### src/rtl/core/tts_pkg.sv
// ----------------------------------------------------------------------------
// tts_pkg
// Types and constants shared by the span sampler modules.
// ----------------------------------------------------------------------------
package tts_pkg;

    localparam int TEX_LOG2    = 8;
    localparam int TEX_XY_W    = 2 * TEX_LOG2;
    localparam int TEX_ADDR_W  = 16;
    localparam int TEX_DEPTH   = 1 << TEX_ADDR_W;
    localparam int COLOR_W     = 24;
    localparam int CHAN_W      = 8;
    localparam int NUM_CHAN    = COLOR_W / CHAN_W;
    localparam int FRAC_W      = 16;
    localparam int WEIGHT_W    = FRAC_W + 1;
    localparam int ACC_W       = WEIGHT_W + CHAN_W;
    localparam int COORD_W     = 32;
    localparam int LEVEL_W     = 4;
    localparam int SPAN_W      = 16;
    localparam int NUM_TAPS    = 4;
    localparam int TAP_W       = $clog2(NUM_TAPS);
    localparam int CFG_IDX_W   = 3;
    localparam int CFG_DATA_W  = 32;
    localparam int QUEUE_DEPTH = 2;
    localparam int QPTR_W      = $clog2(QUEUE_DEPTH);
    localparam int QCNT_W      = $clog2(QUEUE_DEPTH + 1);

    localparam logic CMD_WRITE   = 1'b0;
    localparam logic CMD_PRODUCE = 1'b1;

    localparam logic [COORD_W-1:0]  RST_STEP_U      = 32'd65536;
    localparam logic [SPAN_W-1:0]   RST_SPAN_LENGTH = 16'd256;
    localparam logic [WEIGHT_W-1:0] WEIGHT_ONE      = 17'd65536;

    typedef logic [TEX_LOG2-1:0]   tex_coord_t;
    typedef logic [TEX_ADDR_W-1:0] tex_addr_t;

    typedef enum logic [CFG_IDX_W-1:0] {
        CFG_MIP_LEVEL       = 3'd0,
        CFG_START_U         = 3'd1,
        CFG_START_V         = 3'd2,
        CFG_STEP_U          = 3'd3,
        CFG_STEP_V          = 3'd4,
        CFG_FILTER_BILINEAR = 3'd5,
        CFG_SPAN_LENGTH     = 3'd6
    } tts_cfg_idx_t;

    typedef struct packed {
        logic                  cmd;
        logic [TEX_ADDR_W-1:0] texel_addr;
        logic [COLOR_W-1:0]    texel_color;
    } tts_in_t;

    typedef struct packed {
        logic [COLOR_W-1:0] pixel_color;
        logic               span_end;
    } tts_out_t;

    // one queued job: a texel write or a classified pixel fetch
    typedef struct packed {
        logic                               is_write;
        logic [NUM_TAPS-1:0][TEX_ADDR_W-1:0] addr;
        logic [COLOR_W-1:0]                 color;
        logic [FRAC_W-1:0]                  fu;
        logic [FRAC_W-1:0]                  fv;
        logic                               bilinear;
        logic                               last;
    } tts_job_t;

    typedef enum logic [1:0] {
        BK_IDLE,
        BK_FETCH,
        BK_LAST,
        BK_EMIT
    } tts_back_state_t;

endpackage

### src/rtl/core/tts_queue.sv
// ----------------------------------------------------------------------------
// tts_queue
// Short job queue between the front and back parts.
// ----------------------------------------------------------------------------
module tts_queue (
    input  logic              aclk,
    input  logic              aresetn,
    input  logic              push_valid,
    output logic              push_ready,
    input  tts_pkg::tts_job_t push_job,
    output logic              pop_valid,
    input  logic              pop_ready,
    output tts_pkg::tts_job_t pop_job
);
    import tts_pkg::*;

    tts_job_t          slot_reg [QUEUE_DEPTH];
    logic [QPTR_W-1:0] wr_ptr_reg;
    logic [QPTR_W-1:0] rd_ptr_reg;
    logic [QCNT_W-1:0] count_reg, count_next;
    logic              do_push, do_pop;

    assign push_ready = (count_reg != QCNT_W'(QUEUE_DEPTH));
    assign pop_valid  = (count_reg != '0);
    assign pop_job    = slot_reg[rd_ptr_reg];
    assign do_push    = push_valid && push_ready;
    assign do_pop     = pop_valid && pop_ready;

    always_comb begin
        count_next = count_reg;
        if (do_push && !do_pop) begin
            count_next = count_reg + 1'b1;
        end else if (do_pop && !do_push) begin
            count_next = count_reg - 1'b1;
        end
    end

    always_ff @(posedge aclk) begin
        if (do_push) begin
            slot_reg[wr_ptr_reg] <= push_job;
        end
    end

    always_ff @(posedge aclk) begin
        if (!aresetn) begin
            wr_ptr_reg <= '0;
            rd_ptr_reg <= '0;
            count_reg  <= '0;
        end else begin
            count_reg <= count_next;
            if (do_push) begin
                wr_ptr_reg <= wr_ptr_reg + 1'b1;
            end
            if (do_pop) begin
                rd_ptr_reg <= rd_ptr_reg + 1'b1;
            end
        end
    end

endmodule

### config.mk
export PLATFORM = sky130hd
export DESIGN_NAME = tts_queue
export DESIGN_NICKNAME = d
export VERILOG_FILES = /design/src/rtl/core/tts_pkg.sv /design/src/rtl/core/tts_queue.sv
export SDC_FILE = /design/constraint.sdc
export NUM_CORES = 1
export LEC_CHECK = 0
export ABC_AREA = 1
export ABC_CLOCK_PERIOD_IN_PS = 6640
export BUFFER_PORTS_ARGS = -buffer_cell sky130_fd_sc_hd__buf_2
export CAP_MARGIN = 15
export CORE_ASPECT_RATIO = 0.7
export CORE_MARGIN = 4
export CORE_UTILIZATION = 47
export DETAILED_ROUTE_END_ITERATION = 6
export PLACE_DENSITY = 0.84
export SLEW_MARGIN = 10
export SYNTH_ARGS = -nofsm -noshare
export SYNTH_HDL_FRONTEND = slang
export SYNTH_SLANG_ARGS = --single-unit
### constraint.sdc
create_clock -name aclk -period 6.64 [get_ports aclk]
set_input_delay 1.328 -clock aclk [delete_from_list [all_inputs] [get_ports aclk]]
set_output_delay 1.328 -clock aclk [all_outputs]
set_load 0.005 [all_outputs]
* Yosys cells after proc, flatten, opt, wreduce, memory -nomap -nowiden *
Memories as Yosys holds them, arrays and structs flattened. A register that Yosys moved wholly into a read port is not among the register bits.
Index checks and enable logic that the tools add are counted.

word-level totals
  register bits = 4
  bits in writable memories = 246
  input bits = 127
  logic and storage cells = 23
  memories = 1

operators by class
  $add $sub $neg = 4
  equal/unequal tests = 1
  muxes and demuxes = 6
  reduce and logical (&&, ||, !) cells = 8

memory list
  name      depth  width  rd ports  clocked after memory_dff  write ports  line             text
  slot_reg  2      123    1         1                         1            tts_queue.sv:17  tts_job_t slot_reg [QUEUE_DEPTH];

operator list
  kind                 number
  $logic_and 1x1->1    4
  $mux 1               4
  $mux 2               2
  $reduce_bool 2->1    2
  $add 1x1->1 const B  2
  $add 2x1->2 const B  1
  $logic_not 1->1      2
  $ne 2x2->1 const B   1
  $sub 2x1->2 const B  1

* Depth between registers and ports, before layout *
  depth after elaboration = 6
  gate-level depth with buffers = 11
  mapped depth without buffers = 11

* Worst setup path before layout *
Ideal clock, no wire load.

  path kind = input-to-reg
  start = in push_valid
  end = mem slot_reg[0][0] in the netlist's numbering, enable pin
  data arrival time = 6.530 ns
  data required time = 6.034 ns
  slack = -0.496 ns
  stages = 2
  path buffers = 0
  cells stage by stage = nand2_1 > nor2_1

between the ends
  cells in the longest elaborated chain, start to end = 3

RTL lines
  what                          line             text
  start, declared               tts_queue.sv:8   input logic push_valid,
  $logic_and 1x1->1             tts_queue.sv:26  assign do_push = push_valid && push_ready;
  $mux 1                        tts_queue.sv:39  if (do_push) begin
  $mux 1 (not written as such)  tts_queue.sv:40  slot_reg[wr_ptr_reg] <= push_job;
  end, declared                 tts_queue.sv:17

No other way between the ends.

==> impl_metrics.yaml <==
synthesis:
  yosys-top-cells-area: "edfxtp_1 79%, mux2_4 11%, mux2_2 6.3%"
  syn_nets: 548
  async_reset_ff_share_pct: 0
  netlist_area_mm2: 0.009405
  ys_types: 16
  synth_top_area_cell: "edfxtp_1"
  postSynthCellCount: 420
  synth_top_area_share_pct: 78.54
  yosysMostFrequentCell: "edfxtp_1"
  synth_edf_count: 246
  synth_warnings: 0
  postSynthAreaPerCell_um2: 22.39
  ys_seq_area_share_pct: 79.61
  synth-seq-cells: 251
  synth_commonest_cells: "246 x edfxtp_1, 70 x mux2_4, 53 x mux2_2"
  yosys_most_used_dff: "edfxtp_1"
sta:
  hold_viol: 0
  tightest_slew_ps: 1079
  finalSetupViolations: 0
  fin_crit_ps: 3953
  fmax_mhz: 253.0
  final-max-slew-violation-count: 0
  fin_crit_sh_pct: 59.53
  slew_headroom_pct: 28.09
  timing.setup.tns_ps: 0
  clock_skew_ps: 10.21
  rsz0062_at_grt: "false"
floorplanning:
  start_util_pct: 48.77
  rows: 42
  boundaryPins: 252
  core_area_mm2: 0.01929
  fp.dieH_um: 126.4
  fp.dieW_um: 177.1
  die_area_mm2: 0.02237
critical_path:
  cp.required_ps: 5310
  reg2reg_slack_ps: 4680
  crit_type: "flip-flop to output pin"
  critPathCaptureType: "output pin"
  slowest_stage: "dfxtp_4"
  crit_fanout: 67
  path_cells: "buf_12 -> mux2_2 -> buf_2"
  path_delay_family: "flip-flops"
  cp-start-kind: "flip-flop"
  cp_num_buf_inv: 2
  r2r_start: "count_reg[0]"
  reg2reg_depth: 5
  arrival_ps: 2620
  reg2reg_to: "slot_reg[0][85]"
  worst_path_largest_cell_delay_ps: 990
clocking:
  cts_tree: "yes"
  cts_setup_buffers: 0
  hold_buffers: 0
  htree_levels: 1
  cts.clk_slew.worst_paths_ps: 60
  clk_latency_ps: 490
  cts_root_buf: "clkbuf_16"
  clockBufferDepth: 3
  clkSinkCount: 251
  numCtsBuffers: 23
  cts_resized: 0
layout:
  fillers: 1422
  syn2layout_area_growth_pct: 23.28
  drive_gt1_share_pct: 58.46
  final_cells: 968
  multiInputGateArea_mm2: 0.001773
  seq_area_mm2: 0.007491
  nets: 815
  largest_reg_flops: 246
global_routing:
  grt_pass1_wl_um: 27770
  grt_pass1_vias: 5144
  antenna_found_initial: 2
  grt-ovfl-total: 0
  gr-usage-all-layers_pct: 15.52
  grt_start_max_net_pins: 68
drt:
  vias_per_cell: 4.993
  routed_wl_um: 18370
  routedWlPerCell_um: 18.97
  dr.pass1.iters: 4
  drc: 0
  drtIter0Drc: 337
  drtAntennaViolNets: 0
  num_vias: 4833
placed_design:
  gp_congestion: 0.7512
  dp_hpwl_um: 12710
  dp.cells: 926
  port_buffers: 251
hold_path:
  hold_start: "rd_ptr_reg"
  min_path_type: "flip-flop to flip-flop"
  whs_path_depth: 2
power_and_ir_drop:
  p_clk_share_pct: 28.1
  leakagePower_uw: 0.004462
  p_seq_share_pct: 50.5
  pwr-share-comb_pct: 21.4
  power_density_mw_per_mm2: 361.4
  swShare_pct: 24.92
  power.switching_uw: 1044
  irDropWorstVdd_mv: 0.2259
  intPower_uw: 3146
outcome:
  status: "finished clean"
job:
  maxCapViolCount: 0
==> metal layers <==
metal  GRT usage [%]  vias to the layer above  wire (µm)
li1                -                     2177          -
met1           20.56                     2398       7708
met2           25.45                      230       8549
met3           4.967                       26       1741
met4           3.502                        2        353
met5               0                        -         12
==> worst min-delay path: stages (launching register included) <==
cell	delay (ps)
dfxtp_1	330
nor2_1	60
nor2_1	80
==> per-stage QoR <==
stage               utilization, %  worst slack [ps]  power, µW  hold WS, ps  cell area, µm²
floorplan                        -            -496.1       2724        466.9            9405
global placement             56.68              3240       3013        482.1           10930
detailed placement           56.68              3221       3061        493.2           10930
CTS                          60.11              2691       4242        511.3           11590
global route                 60.11              2582       4389        560.3           11590
finish                       60.12              2687       4190        511.7           11590
==> layout by cell type (no fill, tap or decap), drive strengths merged, types with 2 or more instances in the layout <==
cell / Yosys / routed
clkinv: 0 / 6
clkbuf: 0 / 34
mux2: 123 / 123
buf: 14 / 256
inv: 8 / 8
nor2: 8 / 8
o21ai: 2 / 2
edfxtp: 246 / 246
dfxtp: 5 / 5
nand2: 9 / 9
==> logic make-up after synthesis <==
group	share of synthesized area, %
AOI/OAI and AO/OA	0.2394
adders and majority gates	0.1330
buffers and inverters	1.703
DFF	79.61
muxes	17.52
and+or+nand+nor	0.7982
==> power by group through the flow <==
stage,clock (µW),sequential [µW],combinational (µW)
finish,1180,2110,898
global route,1280,2130,975
CTS,1210,2120,914
detailed placement,0,2150,910
global placement,0,2130,881
floorplan,0,2120,606
==> cell type report <==
cell class | count | area share, %
sequential | 251 | 64.61
antenna | 1 | 0.02158
tap | 264 | 2.849
inverter | 8 | 0.2590
clock inverter | 7 | 0.3021
timing repair buffer | 256 | 11.27
multi-input combinational | 147 | 15.29
clock buffer | 34 | 5.406
==> how the worst max path moves through the flow <==
stage / cells after the start / endpoint / startpoint / slack [ps]
final: 3 / pop_job[18] / flip-flop / 2690
after global routing: 3 / pop_job[31] / flip-flop / 2580
after CTS: 3 / pop_job[31] / flip-flop / 2690
after detailed placement: 3 / pop_job[31] / flip-flop / 3220
after global placement: 3 / pop_job[31] / flip-flop / 3240
after floorplan: 2 / slot_reg[0][0] / push_valid / -500
(Power assumes the default switching activity.)
