File: src/rtl/core/tts_pkg.sv
// ----------------------------------------------------------------------------
// tts_pkg
// Types and constants shared by the span sampler modules.
// ----------------------------------------------------------------------------
package tts_pkg;

    localparam int TEX_LOG2    = 8;
    localparam int TEX_XY_W    = 2 * TEX_LOG2;
    localparam int TEX_ADDR_W  = 16;
    localparam int TEX_DEPTH   = 1 << TEX_ADDR_W;
    localparam int COLOR_W     = 24;
    localparam int CHAN_W      = 8;
    localparam int NUM_CHAN    = COLOR_W / CHAN_W;
    localparam int FRAC_W      = 16;
    localparam int WEIGHT_W    = FRAC_W + 1;
    localparam int ACC_W       = WEIGHT_W + CHAN_W;
    localparam int COORD_W     = 32;
    localparam int LEVEL_W     = 4;
    localparam int SPAN_W      = 16;
    localparam int NUM_TAPS    = 4;
    localparam int TAP_W       = $clog2(NUM_TAPS);
    localparam int CFG_IDX_W   = 3;
    localparam int CFG_DATA_W  = 32;
    localparam int QUEUE_DEPTH = 2;
    localparam int QPTR_W      = $clog2(QUEUE_DEPTH);
    localparam int QCNT_W      = $clog2(QUEUE_DEPTH + 1);

    localparam logic CMD_WRITE   = 1'b0;
    localparam logic CMD_PRODUCE = 1'b1;

    localparam logic [COORD_W-1:0]  RST_STEP_U      = 32'd65536;
    localparam logic [SPAN_W-1:0]   RST_SPAN_LENGTH = 16'd256;
    localparam logic [WEIGHT_W-1:0] WEIGHT_ONE      = 17'd65536;

    typedef logic [TEX_LOG2-1:0]   tex_coord_t;
    typedef logic [TEX_ADDR_W-1:0] tex_addr_t;

    typedef enum logic [CFG_IDX_W-1:0] {
        CFG_MIP_LEVEL       = 3'd0,
        CFG_START_U         = 3'd1,
        CFG_START_V         = 3'd2,
        CFG_STEP_U          = 3'd3,
        CFG_STEP_V          = 3'd4,
        CFG_FILTER_BILINEAR = 3'd5,
        CFG_SPAN_LENGTH     = 3'd6
    } tts_cfg_idx_t;

    typedef struct packed {
        logic                  cmd;
        logic [TEX_ADDR_W-1:0] texel_addr;
        logic [COLOR_W-1:0]    texel_color;
    } tts_in_t;

    typedef struct packed {
        logic [COLOR_W-1:0] pixel_color;
        logic               span_end;
    } tts_out_t;

    // one queued job: a texel write or a classified pixel fetch
    typedef struct packed {
        logic                               is_write;
        logic [NUM_TAPS-1:0][TEX_ADDR_W-1:0] addr;
        logic [COLOR_W-1:0]                 color;
        logic [FRAC_W-1:0]                  fu;
        logic [FRAC_W-1:0]                  fv;
        logic                               bilinear;
        logic                               last;
    } tts_job_t;

    typedef enum logic [1:0] {
        BK_IDLE,
        BK_FETCH,
        BK_LAST,
        BK_EMIT
    } tts_back_state_t;

endpackage

File: src/rtl/core/tts_front.sv
// ----------------------------------------------------------------------------
// tts_front
// Configuration registers, span walker and texel address generation.
// ----------------------------------------------------------------------------
module tts_front (
    input  logic                             aclk,
    input  logic                             aresetn,
    input  logic                             s_valid,
    output logic                             s_ready,
    input  tts_pkg::tts_in_t                 s_item,
    input  logic                             cfg_valid,
    output logic                             cfg_ready,
    input  logic [tts_pkg::CFG_IDX_W-1:0]    cfg_index,
    input  logic [tts_pkg::CFG_DATA_W-1:0]   cfg_data,
    output logic                             push_valid,
    input  logic                             push_ready,
    output tts_pkg::tts_job_t                push_job
);
    import tts_pkg::*;

    localparam tex_coord_t ALL_ONES = '1;

    logic [LEVEL_W-1:0] mip_reg;
    logic [COORD_W-1:0] start_u_reg;
    logic [COORD_W-1:0] start_v_reg;
    logic [COORD_W-1:0] step_u_reg;
    logic [COORD_W-1:0] step_v_reg;
    logic               bilinear_reg;
    logic [SPAN_W-1:0]  span_reg;
    logic [COORD_W-1:0] u_reg, u_next;
    logic [COORD_W-1:0] v_reg, v_next;
    logic [SPAN_W-1:0]  idx_reg, idx_next;

    logic [LEVEL_W-1:0] level;
    logic [LEVEL_W-1:0] side_log2;
    logic [4:0]         int_shift;
    logic [COORD_W-1:0] u_int, v_int;
    tex_coord_t         mask, x0, y0, x1, y1;
    logic [SPAN_W-1:0]  span_len;
    logic               last;
    logic               take;

    function automatic tex_addr_t tex_addr(tex_coord_t x, tex_coord_t y,
                                           logic [LEVEL_W-1:0] sh);
        logic [TEX_XY_W-1:0] lin;
        lin = TEX_XY_W'(x) + (TEX_XY_W'(y) << sh);
        return TEX_ADDR_W'(lin);
    endfunction

    always_comb begin
        level     = (mip_reg > LEVEL_W'(TEX_LOG2)) ? LEVEL_W'(TEX_LOG2) : mip_reg;
        side_log2 = LEVEL_W'(TEX_LOG2) - level;
        int_shift = 5'd16 + 5'(level);
        u_int     = COORD_W'($signed(u_reg) >>> int_shift);
        v_int     = COORD_W'($signed(v_reg) >>> int_shift);
        mask      = ~(ALL_ONES << side_log2);
        x0        = u_int[TEX_LOG2-1:0] & mask;
        y0        = v_int[TEX_LOG2-1:0] & mask;
        x1        = (x0 + 1'b1) & mask;
        y1        = (y0 + 1'b1) & mask;
        span_len  = (span_reg == '0) ? SPAN_W'(1) : span_reg;
        last      = ({1'b0, idx_reg} + 17'd1) >= {1'b0, span_len};
    end

    always_comb begin
        push_job = '0;
        if (s_item.cmd == CMD_WRITE) begin
            push_job.is_write = 1'b1;
            push_job.addr[0]  = s_item.texel_addr;
            push_job.color    = s_item.texel_color;
        end else begin
            push_job.addr[0]  = tex_addr(x0, y0, side_log2);
            push_job.addr[1]  = tex_addr(x1, y0, side_log2);
            push_job.addr[2]  = tex_addr(x0, y1, side_log2);
            push_job.addr[3]  = tex_addr(x1, y1, side_log2);
            push_job.bilinear = bilinear_reg;
            push_job.last     = last;
            if (bilinear_reg) begin
                push_job.fu = FRAC_W'($signed(u_reg) >>> level);
                push_job.fv = FRAC_W'($signed(v_reg) >>> level);
            end
        end
    end

    assign push_valid = s_valid;
    assign s_ready    = push_ready;
    assign cfg_ready  = 1'b1;
    assign take       = s_valid && push_ready && (s_item.cmd == CMD_PRODUCE);

    always_comb begin
        u_next   = u_reg;
        v_next   = v_reg;
        idx_next = idx_reg;
        if (cfg_valid && (cfg_index == CFG_START_U)) begin
            u_next   = cfg_data;
            v_next   = start_v_reg;
            idx_next = '0;
        end else if (cfg_valid && (cfg_index == CFG_START_V)) begin
            u_next   = start_u_reg;
            v_next   = cfg_data;
            idx_next = '0;
        end else if (take) begin
            if (last) begin
                u_next   = start_u_reg;
                v_next   = start_v_reg;
                idx_next = '0;
            end else begin
                u_next   = u_reg + step_u_reg;
                v_next   = v_reg + step_v_reg;
                idx_next = idx_reg + 1'b1;
            end
        end
    end

    always_ff @(posedge aclk) begin
        if (!aresetn) begin
            mip_reg      <= '0;
            start_u_reg  <= '0;
            start_v_reg  <= '0;
            step_u_reg   <= RST_STEP_U;
            step_v_reg   <= '0;
            bilinear_reg <= 1'b1;
            span_reg     <= RST_SPAN_LENGTH;
            u_reg        <= '0;
            v_reg        <= '0;
            idx_reg      <= '0;
        end else begin
            u_reg   <= u_next;
            v_reg   <= v_next;
            idx_reg <= idx_next;
            if (cfg_valid) begin
                case (cfg_index)
                    CFG_MIP_LEVEL:       mip_reg      <= cfg_data[LEVEL_W-1:0];
                    CFG_START_U:         start_u_reg  <= cfg_data;
                    CFG_START_V:         start_v_reg  <= cfg_data;
                    CFG_STEP_U:          step_u_reg   <= cfg_data;
                    CFG_STEP_V:          step_v_reg   <= cfg_data;
                    CFG_FILTER_BILINEAR: bilinear_reg <= cfg_data[0];
                    CFG_SPAN_LENGTH:     span_reg     <= cfg_data[SPAN_W-1:0];
                    default: begin
                    end
                endcase
            end
        end
    end

endmodule

File: config.mk
export PLATFORM = sky130hd
export DESIGN_NAME = tts_front
export DESIGN_NICKNAME = d
export VERILOG_FILES = /design/src/rtl/core/tts_pkg.sv /design/src/rtl/core/tts_front.sv
export SDC_FILE = /design/constraint.sdc
export NUM_CORES = 1
export LEC_CHECK = 0
export BUFFER_PORTS_ARGS = -buffer_cell sky130_fd_sc_hd__buf_2
export CAP_MARGIN = 20
export CORE_MARGIN = 8
export CORE_UTILIZATION = 34
export DETAILED_ROUTE_END_ITERATION = 16
export PLACE_DENSITY = 0.55
export SYNTH_ARGS = -nofsm -noshare
export SYNTH_HDL_FRONTEND = slang
export SYNTH_SLANG_ARGS = --single-unit
File: constraint.sdc
create_clock -name aclk -period 5 [get_ports aclk]
set_input_delay 0.25 -clock aclk [delete_from_list [all_inputs] [get_ports aclk]]
set_output_delay 0.25 -clock aclk [all_outputs]
set_load 0.01 [all_outputs]
=== Yosys cells after proc, flatten, opt, wreduce, memory -nomap -nowiden ===
Index checks and enable logic that the tools add are counted.

* Bits of input ports: 81
* Output and inout port bits: 126
* Word-level logic and storage cells: 75
* Bits in registers: 229

* Multiplexer cells: 17
* Reduce and logical (&&, ||, !) cells: 15
* Equal/unequal tests: 6
* Shifts and indexed selects: 7
* Magnitude comparators: 2
* Add/subtract/negate cells: 12
* Bitwise operators: 6

{| class="wikitable"
|+ Operator list
! operator !! number
|-
| $mux 32 || 9
|-
| $add 32x32->32 || 2
|-
| $add 8x16->16 || 4
|-
| $sshr 32x4->16 || 2
|-
| $sshr 32x5->8 || 2
|-
| $mux 16 || 3
|-
| $mux 48 || 1
|-
| $mux 34 || 1
|-
| $and 8x8->8 || 4
|-
| $shl 8x4->16 || 2
|-
| $mux 24 || 1
|-
| $add 16x1->17 const B || 1
|-
| $ge 17x16->1 || 1
|-
| $add 16x1->16 const B || 1
|-
| $add 8x1->8 const B || 2
|-
| $logic_not 16->1 || 1
|-
| $reduce_and 2->1 || 7
|-
| $eq 3x3->1 const B || 3
|-
| $not 8->8 || 1
|-
| $shl 8x4->8 const A || 1
|-
| $eq 3x2->1 const B || 2
|-
| $add 5x4->5 const A || 1
|-
| $gt 4x4->1 const B || 1
|-
| $logic_and 1x1->1 || 4
|-
| other kinds (8) || 8
|}

=== Longest topological paths before layout ===
* Depth after elaboration: 11
* Mapped depth: 28
* Mapped depth without buffers: 24

=== Least setup slack after synthesis ===
No wires, ideal clock.

* Path type: reg-to-output
* Start point: reg mip_reg[3]
* End point: out push_job[121] in the netlist's numbering
* Buffers on the path: 4
* Setup slack: -0.203 ns
* Data required time: 4.750 ns
* Stages on the path, launching flop included: 27
* Arrival time: 4.953 ns
* Cell sequence: dfxtp_1 buf_6 and2b_4 buf_6 inv_2 buf_1 ha_1 clkbuf_1 inv_1 o21ai_4 nand4_2 inv_1 ha_1 nor4b_4 mux2i_1 nor3b_2 a211oi_1 a31oi_1 nor2_1 ha_1 inv_1 o21bai_1 a21oi_1 nor2_1 nand3_2 nor4b_2 mux2i_1

{| class="wikitable"
|+ RTL lines
! what !! line !! source
|-
| start, declared || tts_front.sv:23 || <nowiki>logic [LEVEL_W-1:0] mip_reg;</nowiki>
|-
| start signal, assigned || tts_front.sv:133 || <nowiki>CFG_MIP_LEVEL: mip_reg <= cfg_data[LEVEL_W-1:0];</nowiki>
|-
| end, declared || tts_front.sv:17 || <nowiki>output tts_pkg::tts_job_t push_job</nowiki>
|}

==> results.py <==
metrics = {
    "setup_path": {
        "slowest_stage": "dfxtp_4",
        "criticalPathCategory": "reg2out",
        "cp_max_fo": 5,
        "rr_startpoint": "idx_reg[0]",
        "startpoint_type": "register",
        "crit_chain": "buf_12, buf_4, mux2i_2, nand2_1, nand4_2, inv_2, ha_4, xnor2_2, o311a_1, a31o_4, nor2_4, ha_1, inv_1, o21bai_1, a21oi_2, o21bai_1, a21oi_2, nor2_1, nand3_2, nor4b_4, mux2i_1, buf_2",
        "critPathRequiredTime_ns": 4.75,
        "timing.rr.end": "v_reg[2]",
        "setup.worst_path.end_class": "output port",
        "cp_slowest_stage_delay_ns": 0.42,
        "critPathBufInv": 5,
        "reg2regPathDepth": 17,
        "r2r_slack_ns": 0.47,
        "cp_top_family": "compound AO/OA/AOI/OAI gates",
        "arrival_ns": 4.71,
    },
    "clock_tree": {
        "cts_root_buf": "clkbuf_16",
        "clock_sinks": 217,
        "cts_buffer_depth": 3,
        "cts_inserted_buffers": 26,
        "clock_latency_ns": 0.55,
        "cts_tree": "built",
        "clk_pin_slew_worst_paths_ns": 0.06,
        "cts.htree.levels": 1,
    },
    "final_layout": {
        "fillCellCount": 5547,
        "syn_to_final_growth_pct": 20.3,
        "fin_nets": 2811,
        "fin_area_um2": 22200,
        "final_util": 0.413,
        "drive_gt1_frac": 0.214,
    },
    "route": {
        "vias": 18800,
        "routedWlPerCell_um": 20.4,
        "wl_um": 67900,
        "drt-initial-drc-count": 1473,
        "drc": 0,
        "drt_pass1_iterations": 5,
        "viasPerCell": 5.66,
        "ant_nets": 0,
    },
    "timing": {
        "slew_headroom": 0.360,
        "hold_viol_final": 0,
        "min_period_ns": 4.96,
        "max_freq_ghz": 0.201,
        "rsz0062_at_grt": "true",
        "finalCritPeriodShare": 0.993,
        "holdWs_ns": 0.0396,
        "clock_skew_ns": 0.0112,
        "slew_violations": 0,
        "worstMarginPinSlew_ns": 0.953,
        "setup_violations": 0,
    },
    "floorplanning": {
        "io_pins": 207,
        "start_util": 0.343,
        "die_width_um": 249,
        "core.rowCount": 85,
        "fp.dieH_um": 249,
        "core_area_um2": 53800,
        "dieArea_um2": 62100,
    },
    "pwr": {
        "power.density_nw_per_um2": 227,
        "vdd_ir_drop_max_v": 0.000198,
        "power_uw": 5060,
        "power_leakage_uw": 0.00914,
    },
    "logic_synthesis": {
        "synth-edff-count": 0,
        "async_reset_ff_frac": 0,
        "ys.flop_type": "dfxtp_1",
        "synth_seq_cells": 217,
        "syn_nets": 2613,
        "synthCells": 2417,
        "synth.yosys.warnings": 0,
        "ys_top_cells_by_area": "dfxtp_1, nand2_1, ha_1, mux2i_1, a21boi_0",
        "synth_area_um2": 18500,
        "syn_area_per_cell_um2": 7.65,
        "synth.largest_area_cell": "dfxtp_1",
        "synth_top_area_frac": 0.235,
        "synth_cell_types": 110,
        "synth-seq-area-share": 0.235,
    },
    "global_routing": {
        "grt_usage": 0.206,
        "grt_max_degree": 86,
        "grt_pass1_vias": 18300,
        "grt_first_pass_wirelength_um": 105000,
        "grt-ovfl-total": 0,
        "antenna_found_initial": 1,
    },
    "placed_design": {
        "place_area_um2": 20300,
        "gp_congestion": 0.945,
        "place.detailed.hpwl_um": 49200,
        "port-buffer-count": 203,
    },
    "status": {
        "status": "completed",
    },
    "worst_hold_path": {
        "worstHoldEndpoint": "start_v_reg[29]",
        "hold_path.class": "in2reg",
        "min_path_cells": 3,
        "hold_start": "cfg_data[29]",
    },
    "run": {
        "cap_viol_max_count": 0,
    },
}
[placed cells by master (no fill, tap or decap), drive strengths merged, types with 59 or more instances in the layout]
cell type    n
nand2      428
buf        330
dfxtp      217
nor2       187
a21boi     154
a21oi      132
mux2i      124
ha         109
o21ai      106
xnor2       63
nand3       62
inv         59
[how the worst max path moves through the flow]
stage                     slack [ns]             to  startpoint  cells past startpoint
final                           0.04  push_job[105]  mip_reg[0]                     22
after global routing           -0.19  push_job[121]  mip_reg[3]                     23
after CTS                      0.005   push_job[88]  mip_reg[3]                     23
after detailed placement        0.26  push_job[121]  mip_reg[3]                     23
after global placement          0.35  push_job[121]  mip_reg[3]                     23
after floorplan                -0.04  push_job[121]  mip_reg[3]                     26
[report_power, final]
| group | switching (uW) | internal, uW | total, uW |
|---|---|---|---|
| Combinational | 743 | 494 | 1240 |
| Sequential | 74.5 | 1780 | 1860 |
| Clock | 790 | 1170 | 1960 |
[cell usage after synthesis, types with 14 or more instances]
cell,n
o21a_1,14
nor2b_1,57
o21ai_0,98
clkbuf_1,121
nor2_1,181
dfxtp_1,217
mux2_2,16
a211oi_1,25
a21oi_1,130
a31oi_1,24
o21bai_1,18
nand2_1,427
buf_1,22
xnor2_1,63
xor2_1,48
mux4_2,15
inv_1,57
nand3_1,60
nand4_1,15
and3_1,21
a21boi_0,154
o211ai_1,49
nand2b_1,20
mux2i_1,124
and2_1,14
ha_1,109
a21o_1,41
nor3_1,40
[worst register-to-register path, stage by stage, from the launching register on]
cell	delay (ns)
dfxtp_1	0.42
ha_1	0.26
and3_1	0.21
and3_1	0.24
and3_1	0.33
and3_1	0.29
nand3_1	0.11
xnor2_1	0.21
ha_1	0.28
nand3_1	0.15
nor4_1	0.08
a211oi_1	0.23
o211ai_1	0.19
or2_2	0.43
buf_4	0.30
o311ai_0	0.40
o211ai_1	0.14
a31oi_1	0.21
[repair_timing]
action | CTS | global route
resized for setup | 33 | 105
setup buffers | 16 | 39
pin swaps | 9 | 55
setup endpoints to repair | 28 | 33
hold buffers | 0 | 0
cloned | 1 | 1
[routing by layer]
layer | vias to the layer above | GRT usage | part of all wire
li1 | 9021 | - | -
met1 | 9031 | 0.271 | 0.45
met4 | 0 | 0.0753 | 0.036
met5 | - | 0 | 0
met2 | 673 | 0.336 | 0.45
met3 | 117 | 0.0315 | 0.066
[cell type report]
cell class                 count  area [um^2]  share of cell area
timing repair buffer         332         2160              0.0972
clock buffer                  44          830              0.0373
antenna                        1         2.50            0.000113
inverter                      62          256              0.0115
sequential                   217         4360               0.196
clock inverter                 3         40.0             0.00180
tap                          696          871              0.0392
multi-input combinational   1976        13700               0.617
[stage by stage]
stage	TNS [ns]	worst slack, ns	cells
2_1_floorplan	-0.0360	-0.0360	2417
3_3_place_gp	0	0.355	3224
3_5_place_dp	0	0.261	3224
4_1_cts	0	0.00465	3288
5_1_grt	-0.930	-0.187	3331
6_report	0	0.0370	3331
[cell families after synthesis]
kind of cell	after synthesis	share of synthesized area
compound gates	685	0.258
flops	217	0.235
other cells	1	0.000203
buf+inv	224	0.0503
simple gates	907	0.227
mux	157	0.0966
fa+ha+maj	115	0.0803
xor+xnor	111	0.0526
(Power assumes the default switching activity.)
